$ cat src/sv/btcs_pkg.sv
// Shared types, constants and helpers for the blink time-code sequencer.
package btcs_pkg;

    localparam int TIME_W       = 32;
    localparam int HALF_W       = 16;
    localparam int GAP_W        = 16;
    localparam int IDLE_W       = 20;
    localparam int STATUS_W     = 10;
    localparam int COUNT_W      = 5;
    localparam int COLOR_W      = 8;
    localparam int PHASE_CODE_W = 3;
    localparam int CFG_INDEX_W  = 2;
    localparam int CFG_DATA_W   = 20;
    localparam int S_TDATA_W    = 24;
    localparam int M_TDATA_W    = 32;

    localparam logic [HALF_W-1:0]   HALF_PERIOD_RESET  = 16'd500;
    localparam logic [GAP_W-1:0]    GAP_RESET          = 16'd1000;
    localparam logic [IDLE_W-1:0]   IDLE_WAIT_RESET    = 20'd3000;
    localparam logic [STATUS_W-1:0] STATUS_ON_RESET    = 10'd200;
    localparam logic [STATUS_W-1:0] STATUS_PERIOD_LAST = 10'd999;

    localparam logic [COLOR_W-1:0] COLOR_FULL = 8'd255;
    localparam logic [COLOR_W-1:0] COLOR_NONE = 8'd0;

    // Link status selector codes
    localparam logic [7:0] LINK_BLUE       = 8'd1;
    localparam logic [7:0] LINK_MAGENTA    = 8'd2;
    localparam logic [7:0] LINK_GREEN_SLOT = 8'd3;

    // Phase codes as reported on the result
    localparam logic [PHASE_CODE_W-1:0] PH_CODE_IDLE    = 3'd0;
    localparam logic [PHASE_CODE_W-1:0] PH_CODE_HOUR    = 3'd1;
    localparam logic [PHASE_CODE_W-1:0] PH_CODE_PAUSE1  = 3'd2;
    localparam logic [PHASE_CODE_W-1:0] PH_CODE_QUARTER = 3'd3;
    localparam logic [PHASE_CODE_W-1:0] PH_CODE_PAUSE2  = 3'd4;
    localparam logic [PHASE_CODE_W-1:0] PH_CODE_MINUTE  = 3'd5;

    typedef enum logic [CFG_INDEX_W-1:0] {
        REG_HALF_PERIOD = 2'd0,
        REG_GAP         = 2'd1,
        REG_IDLE_WAIT   = 2'd2,
        REG_STATUS_ON   = 2'd3
    } cfg_reg_t;

    typedef enum logic [5:0] {
        PH_IDLE    = 6'b000001,
        PH_HOUR    = 6'b000010,
        PH_PAUSE1  = 6'b000100,
        PH_QUARTER = 6'b001000,
        PH_PAUSE2  = 6'b010000,
        PH_MINUTE  = 6'b100000
    } phase_t;

    typedef struct packed {
        logic [HALF_W-1:0]   half_period;
        logic [GAP_W-1:0]    gap;
        logic [IDLE_W-1:0]   idle_wait;
        logic [STATUS_W-1:0] status_on;
    } cfg_t;

    typedef struct packed {
        logic         synced;
        logic [7:0]   link_status;
        logic [4:0]   hour_count;
        logic [1:0]   quarter_count;
        logic [3:0]   minute_remainder;
    } in_item_t;

    typedef struct packed {
        logic [COLOR_W-1:0] green;
        logic [COLOR_W-1:0] red;
        logic [COLOR_W-1:0] blue;
    } color_t;

    typedef struct packed {
        logic                    led_write;
        color_t                  color;
        logic [PHASE_CODE_W-1:0] phase_now;
    } result_t;

    localparam color_t COLOR_OFF     = '{COLOR_NONE, COLOR_NONE, COLOR_NONE};
    localparam color_t COLOR_HOUR    = '{COLOR_NONE, COLOR_FULL, COLOR_NONE};
    localparam color_t COLOR_QUARTER = '{COLOR_FULL, COLOR_NONE, COLOR_NONE};
    localparam color_t COLOR_MINUTE  = '{COLOR_NONE, COLOR_NONE, COLOR_FULL};

    function automatic color_t status_color(input logic [7:0] link);
        color_t c;
        priority case (link)
            LINK_BLUE:       c = '{COLOR_NONE, COLOR_NONE, COLOR_FULL};
            LINK_MAGENTA:    c = '{COLOR_FULL, COLOR_NONE, COLOR_FULL};
            LINK_GREEN_SLOT: c = '{COLOR_NONE, COLOR_FULL, COLOR_NONE};
            default:         c = '{COLOR_FULL, COLOR_NONE, COLOR_NONE};
        endcase
        return c;
    endfunction

    function automatic logic [PHASE_CODE_W-1:0] phase_code(input phase_t ph);
        logic [PHASE_CODE_W-1:0] code;
        unique case (ph)
            PH_HOUR:    code = PH_CODE_HOUR;
            PH_PAUSE1:  code = PH_CODE_PAUSE1;
            PH_QUARTER: code = PH_CODE_QUARTER;
            PH_PAUSE2:  code = PH_CODE_PAUSE2;
            PH_MINUTE:  code = PH_CODE_MINUTE;
            default:    code = PH_CODE_IDLE;
        endcase
        return code;
    endfunction

endpackage

$ cat src/sv/btcs_seq.sv
// Sequencer state and the per-tick update for the blink time-code sequencer.
module btcs_seq (
    input  logic              aclk,
    input  logic              aresetn,
    input  logic              step,
    input  btcs_pkg::in_item_t item,
    input  btcs_pkg::cfg_t    cfg,
    output btcs_pkg::result_t result
);
    import btcs_pkg::*;

    logic [TIME_W-1:0]   tick_time_reg, tick_time_next;
    logic [STATUS_W-1:0] status_phase_reg, status_phase_next;
    phase_t              phase_reg, phase_next;
    logic [COUNT_W-1:0]  blinks_done_reg, blinks_done_next;
    logic [COUNT_W-1:0]  blinks_wanted_reg, blinks_wanted_next;
    logic                lamp_lit_reg, lamp_lit_next;
    logic [TIME_W-1:0]   last_toggle_reg, last_toggle_next;
    logic [TIME_W-1:0]   pause_start_reg, pause_start_next;
    logic [TIME_W-1:0]   display_start_reg, display_start_next;

    logic [TIME_W-1:0]   timer_base;
    logic [TIME_W-1:0]   timer_limit;
    logic [TIME_W-1:0]   elapsed;
    logic                timer_done;
    color_t              blink_color;
    phase_t              after_blink;
    logic [COUNT_W-1:0]  pause_count;
    logic                led_write;
    color_t              led_color;

    // One shared elapsed-time compare; the phase picks its start mark and limit
    always_comb begin
        blink_color = COLOR_HOUR;
        after_blink = PH_PAUSE1;
        pause_count = {{(COUNT_W-2){1'b0}}, item.quarter_count};
        unique case (phase_reg)
            PH_HOUR: begin
                timer_base  = last_toggle_reg;
                timer_limit = {{(TIME_W-HALF_W){1'b0}}, cfg.half_period};
            end
            PH_QUARTER: begin
                timer_base  = last_toggle_reg;
                timer_limit = {{(TIME_W-HALF_W){1'b0}}, cfg.half_period};
                blink_color = COLOR_QUARTER;
                after_blink = PH_PAUSE2;
            end
            PH_MINUTE: begin
                timer_base  = last_toggle_reg;
                timer_limit = {{(TIME_W-HALF_W){1'b0}}, cfg.half_period};
                blink_color = COLOR_MINUTE;
                after_blink = PH_IDLE;
            end
            PH_PAUSE1: begin
                timer_base  = pause_start_reg;
                timer_limit = {{(TIME_W-GAP_W){1'b0}}, cfg.gap};
            end
            PH_PAUSE2: begin
                timer_base  = pause_start_reg;
                timer_limit = {{(TIME_W-GAP_W){1'b0}}, cfg.gap};
                pause_count = {1'b0, item.minute_remainder};
            end
            default: begin
                timer_base  = display_start_reg;
                timer_limit = {{(TIME_W-IDLE_W){1'b0}}, cfg.idle_wait};
            end
        endcase
        elapsed    = tick_time_reg - timer_base;
        timer_done = (elapsed >= timer_limit);
    end

    always_comb begin
        tick_time_next     = tick_time_reg + {{(TIME_W-1){1'b0}}, 1'b1};
        status_phase_next  = (status_phase_reg >= STATUS_PERIOD_LAST) ? '0
                           : status_phase_reg + {{(STATUS_W-1){1'b0}}, 1'b1};
        phase_next         = phase_reg;
        blinks_done_next   = blinks_done_reg;
        blinks_wanted_next = blinks_wanted_reg;
        lamp_lit_next      = lamp_lit_reg;
        last_toggle_next   = last_toggle_reg;
        pause_start_next   = pause_start_reg;
        display_start_next = display_start_reg;
        led_write          = 1'b0;
        led_color          = COLOR_OFF;

        if (!item.synced) begin
            // Status flash; sequence holds
            led_write = 1'b1;
            if (status_phase_reg < cfg.status_on) begin
                led_color = status_color(item.link_status);
            end
        end else begin
            unique case (phase_reg)
                PH_HOUR, PH_QUARTER, PH_MINUTE: begin
                    if (timer_done) begin
                        last_toggle_next = tick_time_reg;
                        lamp_lit_next    = !lamp_lit_reg;
                        led_write        = 1'b1;
                        if (!lamp_lit_reg) begin
                            blinks_done_next = blinks_done_reg + {{(COUNT_W-1){1'b0}}, 1'b1};
                            led_color        = blink_color;
                        end else if (blinks_done_reg >= blinks_wanted_reg) begin
                            pause_start_next = tick_time_reg;
                            phase_next       = after_blink;
                        end
                    end
                end
                PH_PAUSE1, PH_PAUSE2: begin
                    if (timer_done) begin
                        blinks_done_next   = '0;
                        blinks_wanted_next = pause_count;
                        lamp_lit_next      = 1'b0;
                        last_toggle_next   = tick_time_reg;
                        if (pause_count == '0) begin
                            // Skip an empty count
                            if (phase_reg == PH_PAUSE1) begin
                                phase_next       = PH_PAUSE2;
                                pause_start_next = tick_time_reg;
                            end else begin
                                phase_next         = PH_IDLE;
                                display_start_next = tick_time_reg;
                            end
                        end else begin
                            phase_next = (phase_reg == PH_PAUSE1) ? PH_QUARTER : PH_MINUTE;
                        end
                    end else begin
                        led_write = 1'b1;
                    end
                end
                default: begin
                    phase_next = PH_IDLE;
                    if (timer_done) begin
                        blinks_done_next   = '0;
                        blinks_wanted_next = item.hour_count;
                        lamp_lit_next      = 1'b0;
                        last_toggle_next   = tick_time_reg;
                        phase_next         = PH_HOUR;
                        display_start_next = tick_time_reg;
                    end
                end
            endcase
        end

        result.led_write = led_write;
        result.color     = led_color;
        result.phase_now = phase_code(phase_next);
    end

    always_ff @(posedge aclk) begin
        if (!aresetn) begin
            tick_time_reg     <= '0;
            status_phase_reg  <= '0;
            phase_reg         <= PH_IDLE;
            blinks_done_reg   <= '0;
            blinks_wanted_reg <= '0;
            lamp_lit_reg      <= 1'b0;
            last_toggle_reg   <= '0;
            pause_start_reg   <= '0;
            display_start_reg <= '0;
        end else if (step) begin
            tick_time_reg     <= tick_time_next;
            status_phase_reg  <= status_phase_next;
            phase_reg         <= phase_next;
            blinks_done_reg   <= blinks_done_next;
            blinks_wanted_reg <= blinks_wanted_next;
            lamp_lit_reg      <= lamp_lit_next;
            last_toggle_reg   <= last_toggle_next;
            pause_start_reg   <= pause_start_next;
            display_start_reg <= display_start_next;
        end
    end

`ifndef SYNTHESIS
    a_idle_silent: assert property (@(posedge aclk) disable iff (!aresetn)
        step && item.synced && phase_reg == PH_IDLE |-> !result.led_write)
        else $error("LED write issued from idle");

    a_pause_end_silent: assert property (@(posedge aclk) disable iff (!aresetn)
        step && item.synced && timer_done
            && (phase_reg == PH_PAUSE1 || phase_reg == PH_PAUSE2) |-> !result.led_write)
        else $error("LED write on the tick that ends a pause");

    a_status_range: assert property (@(posedge aclk) disable iff (!aresetn)
        status_phase_reg <= STATUS_PERIOD_LAST)
        else $error("status phase out of range");

    a_frozen_unsynced: assert property (@(posedge aclk) disable iff (!aresetn)
        step && !item.synced |=> phase_reg == $past(phase_reg))
        else $error("sequence moved while not synced");
`endif

endmodule

$ cat src/sv/blink_time_code_sequencer.sv
// Top level of the blink time-code sequencer: stream ports, config registers, pipeline.
//
// Each input word is one 1 ms tick and yields exactly one result word. The block takes
// one word per clock while the output is not stalled: a word sits in the input
// register while the sequencer updates its state in a single pass (one shared 32-bit
// elapsed-time subtract and compare), then lands in the result register.
// While a finished result waits on m_tready, s_tready stays high until one more word
// is held in the input register behind it, then drops until m_tready returns.
// Configuration writes are taken at any time (cfg_ready is always high) and must only
// be issued while no tick is in flight.
module blink_time_code_sequencer (
    input  logic                                   aclk,
    input  logic                                   aresetn,
    input  logic                                   s_tvalid,
    output logic                                   s_tready,
    // synced[0], link_status[8:1], hour_count[13:9], quarter_count[15:14],
    // minute_remainder[19:16], zero fill [23:20]
    input  logic [btcs_pkg::S_TDATA_W-1:0]         s_tdata,
    output logic                                   m_tvalid,
    input  logic                                   m_tready,
    // led_write[0], led_green[8:1], led_red[16:9], led_blue[24:17],
    // phase_now[27:25], zero fill [31:28]
    output logic [btcs_pkg::M_TDATA_W-1:0]         m_tdata,
    input  logic                                   cfg_valid,
    output logic                                   cfg_ready,
    input  logic [btcs_pkg::CFG_INDEX_W-1:0]       cfg_index,
    input  logic [btcs_pkg::CFG_DATA_W-1:0]        cfg_data
);
    import btcs_pkg::*;

    cfg_t     cfg_reg, cfg_next;
    logic     in_valid_reg, in_valid_next;
    in_item_t in_item_reg;
    logic     out_valid_reg, out_valid_next;
    result_t  out_result_reg;
    result_t  seq_result;
    logic     advance;
    logic     s_accept;

    assign advance   = in_valid_reg && (!out_valid_reg || m_tready);
    assign s_tready  = !in_valid_reg || advance;
    assign s_accept  = s_tvalid && s_tready;
    assign cfg_ready = 1'b1;

    always_comb begin
        cfg_next = cfg_reg;
        if (cfg_valid) begin
            unique case (cfg_reg_t'(cfg_index))
                REG_HALF_PERIOD: cfg_next.half_period = cfg_data[HALF_W-1:0];
                REG_GAP:         cfg_next.gap         = cfg_data[GAP_W-1:0];
                REG_IDLE_WAIT:   cfg_next.idle_wait   = cfg_data[IDLE_W-1:0];
                REG_STATUS_ON:   cfg_next.status_on   = cfg_data[STATUS_W-1:0];
                default:         cfg_next             = cfg_reg;
            endcase
        end
        in_valid_next  = s_accept ? 1'b1 : (advance ? 1'b0 : in_valid_reg);
        out_valid_next = advance ? 1'b1 : (m_tready ? 1'b0 : out_valid_reg);
    end

    always_ff @(posedge aclk) begin
        if (!aresetn) begin
            cfg_reg.half_period <= HALF_PERIOD_RESET;
            cfg_reg.gap         <= GAP_RESET;
            cfg_reg.idle_wait   <= IDLE_WAIT_RESET;
            cfg_reg.status_on   <= STATUS_ON_RESET;
            in_valid_reg        <= 1'b0;
            out_valid_reg       <= 1'b0;
        end else begin
            cfg_reg       <= cfg_next;
            in_valid_reg  <= in_valid_next;
            out_valid_reg <= out_valid_next;
        end
    end

    // Payload registers: the input loads on accept, the result on advance; both hold otherwise
    always_ff @(posedge aclk) begin
        if (s_accept) begin
            in_item_reg.synced           <= s_tdata[0];
            in_item_reg.link_status      <= s_tdata[8:1];
            in_item_reg.hour_count       <= s_tdata[13:9];
            in_item_reg.quarter_count    <= s_tdata[15:14];
            in_item_reg.minute_remainder <= s_tdata[19:16];
        end
        if (advance) begin
            out_result_reg <= seq_result;
        end
    end

    btcs_seq u_seq (
        .aclk    (aclk),
        .aresetn (aresetn),
        .step    (advance),
        .item    (in_item_reg),
        .cfg     (cfg_reg),
        .result  (seq_result)
    );

    assign m_tvalid = out_valid_reg;
    assign m_tdata  = {{(M_TDATA_W-28){1'b0}},
                       out_result_reg.phase_now,
                       out_result_reg.color.blue,
                       out_result_reg.color.red,
                       out_result_reg.color.green,
                       out_result_reg.led_write};

`ifndef SYNTHESIS
    a_off_when_no_write: assert property (@(posedge aclk) disable iff (!aresetn)
        m_tvalid && !out_result_reg.led_write |-> out_result_reg.color == COLOR_OFF)
        else $error("color present without an LED write");

    a_word_not_dropped: assert property (@(posedge aclk) disable iff (!aresetn)
        in_valid_reg && out_valid_reg && !m_tready |=> in_valid_reg)
        else $error("pending tick lost while output stalled");

    a_phase_code_range: assert property (@(posedge aclk) disable iff (!aresetn)
        m_tvalid |-> out_result_reg.phase_now <= PH_CODE_MINUTE)
        else $error("phase code out of range");
`endif

endmodule
$ cat config.mk
export PLATFORM = sky130hd
export DESIGN_NAME = blink_time_code_sequencer
export DESIGN_NICKNAME = d
export VERILOG_FILES = /design/src/sv/btcs_pkg.sv /design/src/sv/btcs_seq.sv /design/src/sv/blink_time_code_sequencer.sv
export SDC_FILE = /design/constraint.sdc
export NUM_CORES = 1
export LEC_CHECK = 0
export ABC_AREA = 1
export BUFFER_PORTS_ARGS = -buffer_cell sky130_fd_sc_hd__buf_4
export CORE_ASPECT_RATIO = 1.1
export CORE_UTILIZATION = 33
export DETAILED_ROUTE_END_ITERATION = 10
export SETUP_SLACK_MARGIN = 0.05
export SLEW_MARGIN = 25
export SYNTH_ARGS = -nofsm -noshare
export SYNTH_HDL_FRONTEND = slang
export SYNTH_HIERARCHICAL = 1
export SYNTH_SLANG_ARGS = --single-unit
$ cat constraint.sdc
create_clock -name aclk -period 15.5 [get_ports aclk]
set_clock_uncertainty 0.2 [all_clocks]
set_input_delay 4.65 -clock aclk [delete_from_list [all_inputs] [get_ports aclk]]
set_output_delay 4.65 -clock aclk [all_outputs]
set_load 0.05 [all_outputs]
Word level (Yosys, flattened, before mapping). Cells that the tools add are included. Widths: inputs -> output; s select.

Add/sub/neg operators: 4. Multiply operators: 0. Divide/modulo/power cells: 0. Magnitude comparators: 4. Equality and inequality tests: 24. Shift-type cells: 0. Mux-type cells: 52. Bitwise operators: 1. Reduce and logical (&&, ||, !) cells: 23.

Operators by type and width (count): $mux 32 (10); $pmux 32 s2 (3); $mux 24 (5); $pmux 24 s3 (1); $pmux 24 s2 (1); $mux 6 (7); $pmux 20 s2 (1); $mux 5 (7); $add 32x1->32 const B (1); $ge 32x20->1 (1); $sub 32x32->32 (1); $pmux 5 s2 (2); $eq 8x2->1 const B (2); $pmux 3 s5 (1); $eq 6x2->1 const B (2); $eq 6x3->1 const B (2); $eq 6x4->1 const B (2); $eq 6x5->1 const B (2); $eq 6x6->1 const B (2); $ne 2x1->1 const B (6); $pmux 6 s2 (1); $add 10x1->10 const B (1); $ge 10x10->1 const B (1); $lt 10x10->1 (1); 25 further kinds (45).

Register bits after elaboration: 267. Latch bits: 0. RAM bits: 0. Bits in read-only memories: 0. Bits of input ports: 51. Output and inout port bits: 35. Word-level logic and storage cells: 133. Memories: 0.

Longest topological paths before layout.
Word-level depth: 10. Depth in mapped cells: 38. Depth with buffers taken out: 37.

Modules after synthesis. Netlist, hierarchy kept.

Modules (own cells, without submodules): btcs_seq (times used 1, cells each 1589, area each 10575.1 µm², sequential area each 3103.0 µm²); blink_time_code_sequencer (times used 1, cells each 428, area each 4041.4 µm², sequential area each 2722.6 µm²).

Worst setup path after synthesis. No wires, ideal clock.

Path type: in2out. Start point: in m_tready. End point: out s_tready. Arrival time: 5.131 ns. Data required time: 10.650 ns. Setup slack: 5.519 ns. Cell stages on the path: 2. Path buffers: 0. Cell sequence: inv_1 > nand3_1.

Longest elaborated chain between the ends: 3.

RTL lines: from (decl) (RTL line blink_time_code_sequencer.sv:20) `input logic m_tready,`; $logic_or 1x1->1 (RTL line blink_time_code_sequencer.sv:40) `assign advance = in_valid_reg && (!out_valid_reg || m_tready);`; $logic_and 1x1->1 (RTL line blink_time_code_sequencer.sv:40); $logic_or 1x1->1 (RTL line blink_time_code_sequencer.sv:41) `assign s_tready = !in_valid_reg || advance;`; to (decl) (RTL line blink_time_code_sequencer.sv:15) `output logic s_tready,`.

No other way between the ends.

Final worst setup path. Same ends and word-level chain as after synthesis.

==> results.ini <==
[power_and_ir_drop]
power_switching_mw=0.493
pwr-share-comb=0.168
p_sw_frac=0.288
p_per_area_mw_per_mm2=105
peakVddDrop_uv=85.4
p_leak_nw=7.39
p_int_mw=1.22
clkPwrFrac=0.395
p_seq_frac=0.437

[sta]
fmax_ghz=0.0992
worst_pin_slew_ns=1.04
fin_worst_hold_slack_ns=0.252
relSlewSlack=0.304
slew_viol_final=0
setup_viol=0
setup_tns_ns=0
min_period_over_period=0.650
fin_crit_ns=10.08
rsz0062_at_grt=false
finalHoldViolations=0

[worst_setup_path]
slowest_delay_ns=0.22
cp_cell_sequence=buf_4 -> inv_1 -> nand3_1 -> buf_4
cp-start-kind=input pin
cp_num_buf_inv=3
cp_max_fo=3
critPathKind=input pin to primary output
ff2ff_setup_slack_ns=7.78
slowest_stage=buf_4
cp_common_cell=buf_4
crit_required_ns=10.65
endpoint_kind=primary output
crit_family=buffers and inverters
cp.arrival_ns=5.23

[final_layout]
area_growth_pct=11.8
drive_gt1_frac=0.0900
stdcell_area_sq_mm=0.0163
antenna_cells=0
finalNetCount=2154
largest_reg_flops=62
final_util=0.375

[global_routing]
use_met3=0.0236
met2_usage=0.290
grt_max_degree=94
gr-max-usage-layer=met2
antenna_found_initial=0
grt_pass1_vias=12305
grt_overflow=0
grt_first_pass_wirelength_microns=61300
grt_use_total=0.164
use_met1=0.205

[drt]
wl_per_cell_microns=14.1
initialDrtViolationCount=781
wl_microns=37100
via_per_inst=4.86
ant_nets=0
firstDrtPassIters=5
dr_total_vias=12772
drc_errors=0

[clock_tree]
htree_levels=1
cts_sinks=267
cts_buffers=29
root_buffer=clkbuf_16
cts_setup_buffers=0
cts_resized=0
cts_max_path_buffers=3
clkSlewWorstSetupHoldPaths_ns=0.06
worstSkewPairLatency_ns=0.58
cts_tree=built
hold_buffers=0

[floorplanning]
start_util=0.336
io_pins=86
dieArea_sq_mm=0.0451
core_region_area_sq_mm=0.0435
rows=80
die_y_microns=223
die_w_microns=203

[logic_synthesis]
yosys_most_used_dff=dfxtp_1
synth-seq-area-share=0.399
avgSynthCellArea_sq_um=7.25
ys_ff_latch=267
yosys_warnings=6
async_flop_share=0
synth_edf_count=48
syn_area_sq_mm=0.0146
syn_inst=2017
synth_cell_types=53

[placement]
gp_congestion=0.930
dp_hpwl_microns=25700
io_buffer_count=76
place_area_sq_mm=0.0154

[min_path]
min_path_type=flip-flop to flip-flop

[outcome]
status=finished clean

[run]
max_cap_violations=0

[power by group through the flow]
stage               logic (mW)  clock network, mW  registers (mW)
finish                   0.288              0.675           0.748
detailed placement       0.287                  0           0.763
global placement         0.282                  0           0.763
global route             0.328              0.723           0.751
floorplan                0.204                  0           0.771
CTS                      0.289              0.695           0.748
[layout make-up]
| class | count | area [sq um] |
|---|---|---|
| Clock buffer | 46 | 876 |
| Inverter | 279 | 1050 |
| Sequential cell | 267 | 5830 |
| Tap cell | 574 | 718 |
| Multi-Input combinational cell | 1374 | 7200 |
| Fill cell | 4575 | 27200 |
| Timing Repair Buffer | 83 | 623 |
| Clock inverter | 7 | 52.6 |
[Yosys cell counts, types with 16 or more instances]
cell,count,area [sq um]
o21ai_0,90,450
a21oi_1,183,916
nand2_1,453,1700
clkbuf_1,38,143
xor2_1,19,166
nand4_1,16,100
nor2_1,234,878
dfxtp_1,219,4380
nor3_1,19,95.1
o21ai_1,34,170
edfxtp_1,48,1440
buf_2,19,95.1
nand3_1,97,485
a221oi_1,30,263
inv_1,271,1020
ha_1,68,851
buf_4,28,210
[metrics by stage]
step | setup slack [ns] | instances | power (mW)
after floorplan | 5.52 | 2020 | 0.975
final | 5.42 | 2630 | 1.71
after global placement | 5.45 | 2577 | 1.04
after detailed placement | 5.41 | 2577 | 1.05
after CTS | 5.41 | 2630 | 1.73
after global routing | 5.36 | 2630 | 1.80
[placed cells by master (no fill, tap or decap), types with 7 or more instances in the layout]
cell type | Yosys | layout
nand2_2 | 7 | 7
nand3_1 | 97 | 97
a221oi_1 | 30 | 30
nor2_4 | 9 | 9
a31oi_1 | 8 | 8
edfxtp_1 | 48 | 48
a22o_1 | 15 | 15
ha_1 | 68 | 68
clkbuf_16 | 0 | 30
inv_1 | 271 | 271
buf_4 | 28 | 83
xor2_1 | 19 | 19
a21oi_1 | 183 | 182
o21ai_1 | 34 | 34
nor3_1 | 19 | 19
nor2_1 | 234 | 234
nand3_2 | 9 | 9
o21ai_0 | 90 | 90
nand2_1 | 453 | 453
dfxtp_1 | 219 | 219
nand3b_1 | 7 | 7
nor4_1 | 7 | 7
clkbuf_1 | 38 | 8
nor2_2 | 11 | 11
xnor2_1 | 8 | 8
nand4_1 | 16 | 16
[logic make-up (layout without fill, tap and decap cells)]
group | after synthesis | after routing | synth area share
AND/OR/NAND/NOR | 887 | 887 | 0.265
other | 2 | 5 | 0.000514
XOR/XNOR | 27 | 27 | 0.0162
flip-flops | 267 | 267 | 0.399
buffers and inverters | 379 | 415 | 0.111
AO/OA/AOI/OAI | 384 | 384 | 0.148
multiplexers | 2 | 2 | 0.00137
adder cells (fa/ha/maj) | 69 | 69 | 0.0596
[worst paths after layout]
path	start	to	cells after the start
worst min register to register	u_seq/display_start_reg[16]	u_seq/display_start_reg[16]	2
worst max-delay path	m_tready	s_tready	4
worst max register to register	u_seq/phase_reg[2]	u_seq/display_start_reg[8]	31
worst min-delay path	u_seq/display_start_reg[16]	u_seq/display_start_reg[16]	2
[tightest hold or removal path, stage by stage, from the launching register on]
cell	delay, ns
dfxtp_1	0.30
inv_1	0.06
a21oi_1	0.05
[layer usage]
layer,up-vias,routed length (microns)
met5,-,0
met4,0,616
met2,210,18300
li1,6566,-
met1,5948,16700
met3,48,1420
Power figures use the tool's default switching activity.
